$ cat src/sv/csm_pkg.sv
// Shared types and constants for the cron schedule matcher.
// Used by cron_schedule_matcher and csm_checker; no dependencies.
package csm_pkg;

    localparam int Slots   = 16;
    localparam int MaxHits = 16;

    localparam logic [1:0] OP_TICK   = 2'd0;
    localparam logic [1:0] OP_WRITE  = 2'd1;
    localparam logic [1:0] OP_REMOVE = 2'd2;
    localparam logic [1:0] OP_CLEAR  = 2'd3;

    localparam logic [5:0] MinuteMax = 6'd59;
    localparam logic [4:0] HourMax   = 5'd23;
    localparam logic [4:0] MonthMax  = 5'd12;
    localparam logic [2:0] WeekdayNone = 3'd7;

    typedef struct packed {
        logic [1:0]  opcode;
        logic [3:0]  slot;
        logic [59:0] minute_mask;
        logic [23:0] hour_mask;
        logic [31:0] day_mask;
        logic [12:0] month_mask;
        logic [6:0]  week_mask;
        logic [1:0]  restrict_flags;
        logic        oneshot;
        logic [31:0] time_stamp;
        logic [2:0]  weekday;
    } t_req;

    typedef struct packed {
        logic [3:0] hit_slot;
        logic       last_hit;
    } t_res;

    // one rule memory word
    typedef struct packed {
        logic [59:0] minute_mask;
        logic [23:0] hour_mask;
        logic [31:0] day_mask;
        logic [12:0] month_mask;
        logic [6:0]  week_mask;
        logic [1:0]  restrict_flags;
        logic        oneshot;
    } t_rule;

    typedef enum logic [1:0] {
        ST_IDLE,
        ST_SCAN,
        ST_DONE
    } t_state;

endpackage

$ cat src/sv/cron_schedule_matcher.sv
// Cron rule table: rule memory, last-stamp memory and a one-slot-per-cycle scan.
// Depends on csm_pkg.
//
//  channel   | handshake           | payload           | direction
//  ----------+---------------------+-------------------+----------
//  request   | start / busy        | i_req (t_req)     | in
//  hit       | o_hit_valid strobe  | o_hit (t_res)     | out
//
// Write, remove and clear requests are applied without a scan; busy stays low.
// A tick keeps busy high through the scan state, one rule memory read per slot with
// the read data registered behind the address, then a done state that marks the last hit.
// A hit is held until the next one is found or the scan ends, so the last one
// can be marked. Hits are registered; the last shows in the first cycle with busy low.
// Reset clears control and valid bits only; memories need no pass.
// The receiver cannot stall; each hit strobe lasts one cycle.
module cron_schedule_matcher #(
    parameter int SLOTS = csm_pkg::Slots
) (
    input  logic          i_clk,
    input  logic          i_rst_n,
    input  logic          start,
    output logic          busy,
    input  csm_pkg::t_req i_req,
    output logic          o_hit_valid,
    output csm_pkg::t_res o_hit
);

    localparam int IW = (SLOTS > 1) ? $clog2(SLOTS) : 1;
    localparam int CW = ((IW > 4) ? IW : 4) + 1;
    localparam int HW = $clog2(csm_pkg::MaxHits + 1);

    // memories
    csm_pkg::t_rule rule_mem  [SLOTS];
    logic [31:0]    stamp_mem [SLOTS];
    csm_pkg::t_rule r_rule_q;
    logic [31:0]    r_stamp_q;
    csm_pkg::t_rule r_rule;

    csm_pkg::t_state r_state, n_state;
    logic [SLOTS-1:0] r_valid;
    logic [IW-1:0]    r_idx;
    logic [IW-1:0]    rd_addr;
    logic [31:0]      r_now;
    logic             r_time_ok;
    logic [59:0]      r_min_sel;
    logic [23:0]      r_hour_sel;
    logic [31:0]      r_day_sel;
    logic [12:0]      r_mon_sel;
    logic [6:0]       r_wk_sel;
    logic             r_pend_v;
    logic [3:0]       r_pend_slot;
    logic [HW-1:0]    r_nhit;
    logic             r_out_v, n_out_v;
    csm_pkg::t_res    r_out, n_out;

    logic accept, tick_acc, slot_ok, last_idx;
    logic scanning, finishing;
    logic dbit, wbit, match, fire, take;
    logic stamp_we;
    logic [IW-1:0] stamp_addr;
    logic [31:0]   stamp_wdata;
    logic time_ok_now;
    logic [5:0] t_min;
    logic [4:0] t_hour, t_day, t_mon;

    assign accept   = start && !busy;
    assign tick_acc = accept && (i_req.opcode == csm_pkg::OP_TICK);
    assign slot_ok  = CW'(i_req.slot) < CW'(SLOTS);
    assign last_idx = (r_idx == IW'(SLOTS - 1));

    assign t_min  = i_req.time_stamp[5:0];
    assign t_hour = i_req.time_stamp[10:6];
    assign t_day  = i_req.time_stamp[15:11];
    assign t_mon  = i_req.time_stamp[20:16];
    assign time_ok_now = (t_min <= csm_pkg::MinuteMax) && (t_hour <= csm_pkg::HourMax) &&
                         (t_day != 5'd0) && (t_mon != 5'd0) &&
                         (t_mon <= csm_pkg::MonthMax) &&
                         (i_req.weekday != csm_pkg::WeekdayNone);

    // next state
    always_comb begin
        n_state = r_state;
        unique case (r_state)
            csm_pkg::ST_IDLE: if (tick_acc) n_state = csm_pkg::ST_SCAN;
            csm_pkg::ST_SCAN: if (last_idx) n_state = csm_pkg::ST_DONE;
            csm_pkg::ST_DONE: n_state = csm_pkg::ST_IDLE;
            default:          n_state = csm_pkg::ST_IDLE;
        endcase
    end

    // state outputs
    always_comb begin
        busy      = 1'b0;
        scanning  = 1'b0;
        finishing = 1'b0;
        rd_addr   = '0;
        unique case (r_state)
            csm_pkg::ST_IDLE: rd_addr = '0;
            csm_pkg::ST_SCAN: begin
                busy     = 1'b1;
                scanning = 1'b1;
                rd_addr  = last_idx ? '0 : IW'(r_idx + 1'b1);
            end
            csm_pkg::ST_DONE: begin
                busy      = 1'b1;
                finishing = 1'b1;
            end
            default: busy = 1'b0;
        endcase
    end

    assign r_rule = r_rule_q;

    // match of the slot whose memory words are on r_rule_q / r_stamp_q
    always_comb begin
        dbit  = |(r_rule.day_mask & r_day_sel);
        wbit  = |(r_rule.week_mask & r_wk_sel);
        match = r_time_ok &&
                (|(r_rule.minute_mask & r_min_sel)) &&
                (|(r_rule.hour_mask & r_hour_sel)) &&
                (|(r_rule.month_mask & r_mon_sel)) &&
                ((r_rule.restrict_flags == 2'b11) ? (dbit || wbit) : (dbit && wbit));
        fire  = scanning && r_valid[r_idx] && (r_stamp_q != r_now) && match;
        take  = fire && (r_nhit < HW'(csm_pkg::MaxHits));
    end

    // a hit leaves when the next one is found, or at the end marked last
    always_comb begin
        n_out_v = (take && r_pend_v) || (finishing && r_pend_v);
        n_out   = '{hit_slot: r_pend_slot, last_hit: finishing};
    end

    // stamp writes: cleared by a rule write, set by a firing slot. The read of
    // the next slot never targets the entry written in the same cycle.
    always_comb begin
        stamp_we    = 1'b0;
        stamp_addr  = r_idx;
        stamp_wdata = r_now;
        if (fire) begin
            stamp_we = 1'b1;
        end else if (accept && (i_req.opcode == csm_pkg::OP_WRITE) && slot_ok) begin
            stamp_we    = 1'b1;
            stamp_addr  = IW'(i_req.slot);
            stamp_wdata = '0;
        end
    end

    always_ff @(posedge i_clk) begin
        if (accept && (i_req.opcode == csm_pkg::OP_WRITE) && slot_ok) begin
            rule_mem[IW'(i_req.slot)] <= '{minute_mask:    i_req.minute_mask,
                                          hour_mask:      i_req.hour_mask,
                                          day_mask:       i_req.day_mask,
                                          month_mask:     i_req.month_mask,
                                          week_mask:      i_req.week_mask,
                                          restrict_flags: i_req.restrict_flags,
                                          oneshot:        i_req.oneshot};
        end
        r_rule_q <= rule_mem[rd_addr];
    end

    always_ff @(posedge i_clk) begin
        if (stamp_we) begin
            stamp_mem[stamp_addr] <= stamp_wdata;
        end
        r_stamp_q <= stamp_mem[rd_addr];
    end

    // control
    always_ff @(posedge i_clk) begin
        if (!i_rst_n) begin
            r_state  <= csm_pkg::ST_IDLE;
            r_valid  <= '0;
            r_idx    <= '0;
            r_pend_v <= 1'b0;
            r_nhit   <= '0;
            r_out_v  <= 1'b0;
        end else begin
            r_state <= n_state;
            r_out_v <= n_out_v;
            if (accept) begin
                unique case (i_req.opcode)
                    csm_pkg::OP_TICK: begin
                        r_idx    <= '0;
                        r_pend_v <= 1'b0;
                        r_nhit   <= '0;
                    end
                    csm_pkg::OP_WRITE:  if (slot_ok) r_valid[IW'(i_req.slot)] <= 1'b1;
                    csm_pkg::OP_REMOVE: if (slot_ok) r_valid[IW'(i_req.slot)] <= 1'b0;
                    csm_pkg::OP_CLEAR:  r_valid <= '0;
                    default:            r_valid <= r_valid;
                endcase
            end
            if (scanning) begin
                r_idx <= IW'(r_idx + 1'b1);
                if (fire && r_rule.oneshot) begin
                    r_valid[r_idx] <= 1'b0;
                end
                if (take) begin
                    r_pend_v <= 1'b1;
                    r_nhit   <= HW'(r_nhit + 1'b1);
                end
            end
            if (finishing) begin
                r_pend_v <= 1'b0;
            end
        end
    end

    // payload
    always_ff @(posedge i_clk) begin
        r_out <= n_out;
        if (take) begin
            r_pend_slot <= 4'(r_idx);
        end
        if (tick_acc) begin
            r_now      <= i_req.time_stamp;
            r_time_ok  <= time_ok_now;
            r_min_sel  <= 60'(1) << t_min;
            r_hour_sel <= 24'(1) << t_hour;
            r_day_sel  <= 32'(1) << t_day;
            r_mon_sel  <= 13'(1) << t_mon;
            r_wk_sel   <= 7'(1) << i_req.weekday;
        end
    end

    assign o_hit_valid = r_out_v;
    assign o_hit       = r_out;

endmodule

$ cat config.mk
export PLATFORM = sky130hd
export DESIGN_NAME = cron_schedule_matcher
export DESIGN_NICKNAME = d
export VERILOG_FILES = /design/src/sv/csm_pkg.sv /design/src/sv/cron_schedule_matcher.sv
export SDC_FILE = /design/constraint.sdc
export NUM_CORES = 2
export LEC_CHECK = 0
export BUFFER_PORTS_ARGS = -buffer_cell sky130_fd_sc_hd__buf_2
export CAP_MARGIN = 20
export CORE_MARGIN = 2
export CORE_UTILIZATION = 60
export DETAILED_ROUTE_END_ITERATION = 8
export PLACE_DENSITY_LB_ADDON = 0.25
export SYNTH_ARGS = -nofsm -noshare
export SYNTH_HDL_FRONTEND = slang
export SYNTH_SLANG_ARGS = --single-unit
$ cat constraint.sdc
create_clock -name i_clk -period 14.7 [get_ports i_clk]
set_input_delay 2.205 -clock i_clk [delete_from_list [all_inputs] [get_ports i_clk]]
set_output_delay 2.205 -clock i_clk [all_outputs]
set_load 0.03 [all_outputs]
==> results.toml <==
[placed_design]
post-place-ws_ns = 8.23
portBuffers = 189
dpl.cell_count = 11500
globalplace.congestion = 0.856
placed_area_mm2 = 0.123
dp_hpwl_um = 149000

[global_routing]
antenna_found_initial = 73
global_route.overflow_total = 0
grt_pass1_vias = 72800
grt_pass1_wl_um = 450000
grt_max_degree = 183
grt_usage_pct = 29.1

[clock_network]
cts_setup_buffers = 0
cts_tree = "built"
htree_levels = 5
cts_hold_buffers = 0
worstSkewPairLatency_ns = 0.94
cts_buffers = 322
cts-root-buf = "clkbuf_16"
cts.sinks = 3114
path_clk_slew_ns = 0.06
ctsResizeCount = 0
clock_path_buffers = 4

[die]
fp.dieH_um = 451
rows = 164
dieArea_mm2 = 0.204
die_w_um = 451
start_util_pct = 60.2
core_mm2 = 0.199
ios = 190

[synth]
synth-xor-area-share_pct = 0.248
ys_top_cells_by_area = "edfxtp_1, nand2_1, nand3_1, dfxtp_1, a311oi_1"
ys_warn_count = 0
syn-num-nets = 9320
avgSynthCellArea_um2 = 13.1
synthAdderAreaFrac_pct = 0.0834
synthSimpleGateAreaFrac_pct = 16.7
synth_top_cell_by_area = "edfxtp_1"
ys_types = 58
async_flop_share_pct = 0
ys.flop_type = "edfxtp_1"
synthMuxAreaShare_pct = 0.0918
synth_top_family_by_area = "simple AND/OR/NAND/NOR gates"
netlist.area_leader.share_pct = 72.8
ys_seq_area_share_pct = 76.2
synth-compound-area-share_pct = 4.50
synthCells = 9129
ys_ff_latch = 3114
synth_edf_count = 2909
syn-cell-area_mm2 = 0.120

[sta]
max_slew.worst_pin.slew_ns = 1.18
worst_slack_ns = 8.69
fin_setup_tns_ns = 0
slew_viol_final = 0
final.setup_skew_ns = 0.0449
fmax_ghz = 0.166
holdWs_ns = 0.343
setup_viol = 0
period_share_pct = 40.9
rsz0062_at_grt = "false"
slew_headroom_pct = 21.3
min_period_ns = 6.01
hold_viol = 0

[worst_setup_path]
critPathKind = "reg -> reg"
required_ns = 15.54
arrival_ns = 6.85
critPathLaunchType = "flop"
end_kind = "flop"
critical_path.max_fanout = 182

[route]
avgRoutedWirePerCell_um = 24.8
drc = 0
vias = 76000
drtAntennaViolNets = 0
routed_wl_um = 300000
drt-vias-per-instance = 6.29
drtIter0Drc = 10200
firstDrtPassIters = 8

[worst_hold_path]
hold_path_class = "reg -> reg"

[layout]
layout_commonest_cell = "edfxtp_1"
final_cell_mix = "edfxtp_1, nand2_1, nand3_1"
final_area_mm2 = 0.134
layout-drive-gt1-share_pct = 8.65
layout.nets = 9341
stdcell_count = 12100
syn2layout_area_growth_pct = 11.3

[run]
drv_cap = 0

[power_and_ir_drop]
swShare_pct = 20.1
power_frac_comb_pct = 2.8
clockPowerShare_pct = 43.3
p_leak_nw = 45.4
p_per_area_mw_per_mm2 = 136
p_int_mw = 14.5
max-vdd-ir-drop_v = 0.000130
share_seq_of_total_power_pct = 53.9
p_switching_mw = 3.65

[status]
status = "completed"
path summary, 6_finish.rpt:
check                                     from    endpoint  slack, ns  cells after the start
worst max-delay path                  r_idx[1]  r_rule[67]       8.69                     11
worst min-delay path            r_pend_slot[1]    o_hit[2]       0.34                      0
worst max register to register        r_idx[1]  r_rule[67]       8.69                     11
worst min register to register  r_pend_slot[1]    o_hit[2]       0.34                      0
metal layers:
| layer | global-route usage [%] | wire, um | vias up |
|---|---|---|---|
| met3 | 4.66 | 27800 | 596 |
| met1 | 40.7 | 118000 | 37800 |
| met4 | 10.8 | 9190 | 24 |
| met2 | 46.7 | 145000 | 3992 |
| li1 | - | - | 33600 |
| met5 | 0 | 167 | - |
cell usage after synthesis (all sizes together), types with 7 or more instances:
cell,instances
nor2b,14
and2,41
clkbuf,395
or2,8
ha,8
nand4,14
and3,178
o211ai,7
nor2,164
edfxtp,2909
nand3,1391
dfxtp,205
nor4,12
a22oi,47
a21oi,37
a31oi,172
nand2,2782
xor2,34
o21ai,31
nor3,10
nand2b,13
a221oi,15
a311oi,354
buf,213
a22o,15
sequential cells by signal, summed over array words and instances, names as in the netlist:
signal,count
o_hit,5
o_hit_valid,1
r_day_sel,32
r_hour_sel,24
r_idx,4
r_min_sel,60
r_mon_sel,13
r_nhit,5
r_now,32
r_pend_slot,4
r_pend_v,1
r_rule,139
r_stamp_q,32
r_state,2
r_time_ok,1
r_valid,16
r_wk_sel,7
rule_mem,2224
stamp_mem,512
power by group through the flow:
stage / sequential, mW / combinational (mW) / clock (mW)
floorplan: 9.97 / 0.262 / 0
global placement: 9.98 / 0.480 / 0
detailed placement: 9.98 / 0.496 / 0
CTS: 9.79 / 0.498 / 7.92
global route: 9.79 / 0.546 / 8.27
finish: 9.79 / 0.501 / 7.86
layout make-up:
class,instances,area (um^2)
Antenna cell,39,97.6
Clock buffer,449,8990
Clock inverter,117,1130
Fill cell,13500,65700
Inverter,6,30.0
Multi-Input combinational cell,5401,26300
Sequential cell,3114,91500
Tap cell,2656,3320
Timing Repair Buffer,305,2200
metrics by stage:
stage                     util [%]  total power, mW
after floorplan                  -             10.2
after global placement        61.8             10.5
after detailed placement      61.9             10.5
after CTS                     67.0             18.2
after global routing          67.0             18.6
final                         67.0             18.2
worst max-delay path, stage by stage (launching register included):
cell and delay (ns):
dfxtp_1 0.81, ha_1 0.44, nand3_1 0.39, nand3_4 0.67
buf_12 0.47, buf_4 0.85, buf_12 0.66, nand2_1 0.10
and3_1 0.19, a311oi_1 0.28, a311oi_1 0.09, a31oi_1 0.22
cells by family (layout without fill, tap and decap cells):
family,count (synthesis),count (layout)
flops,3114,3114
compound gates,700,700
fa+ha+maj,8,8
simple gates,4653,4653
mux,6,6
buf+inv,614,877
xor+xnor,34,34
other cells,0,39
No activity file was read; power rests on OpenSTA's default activity.
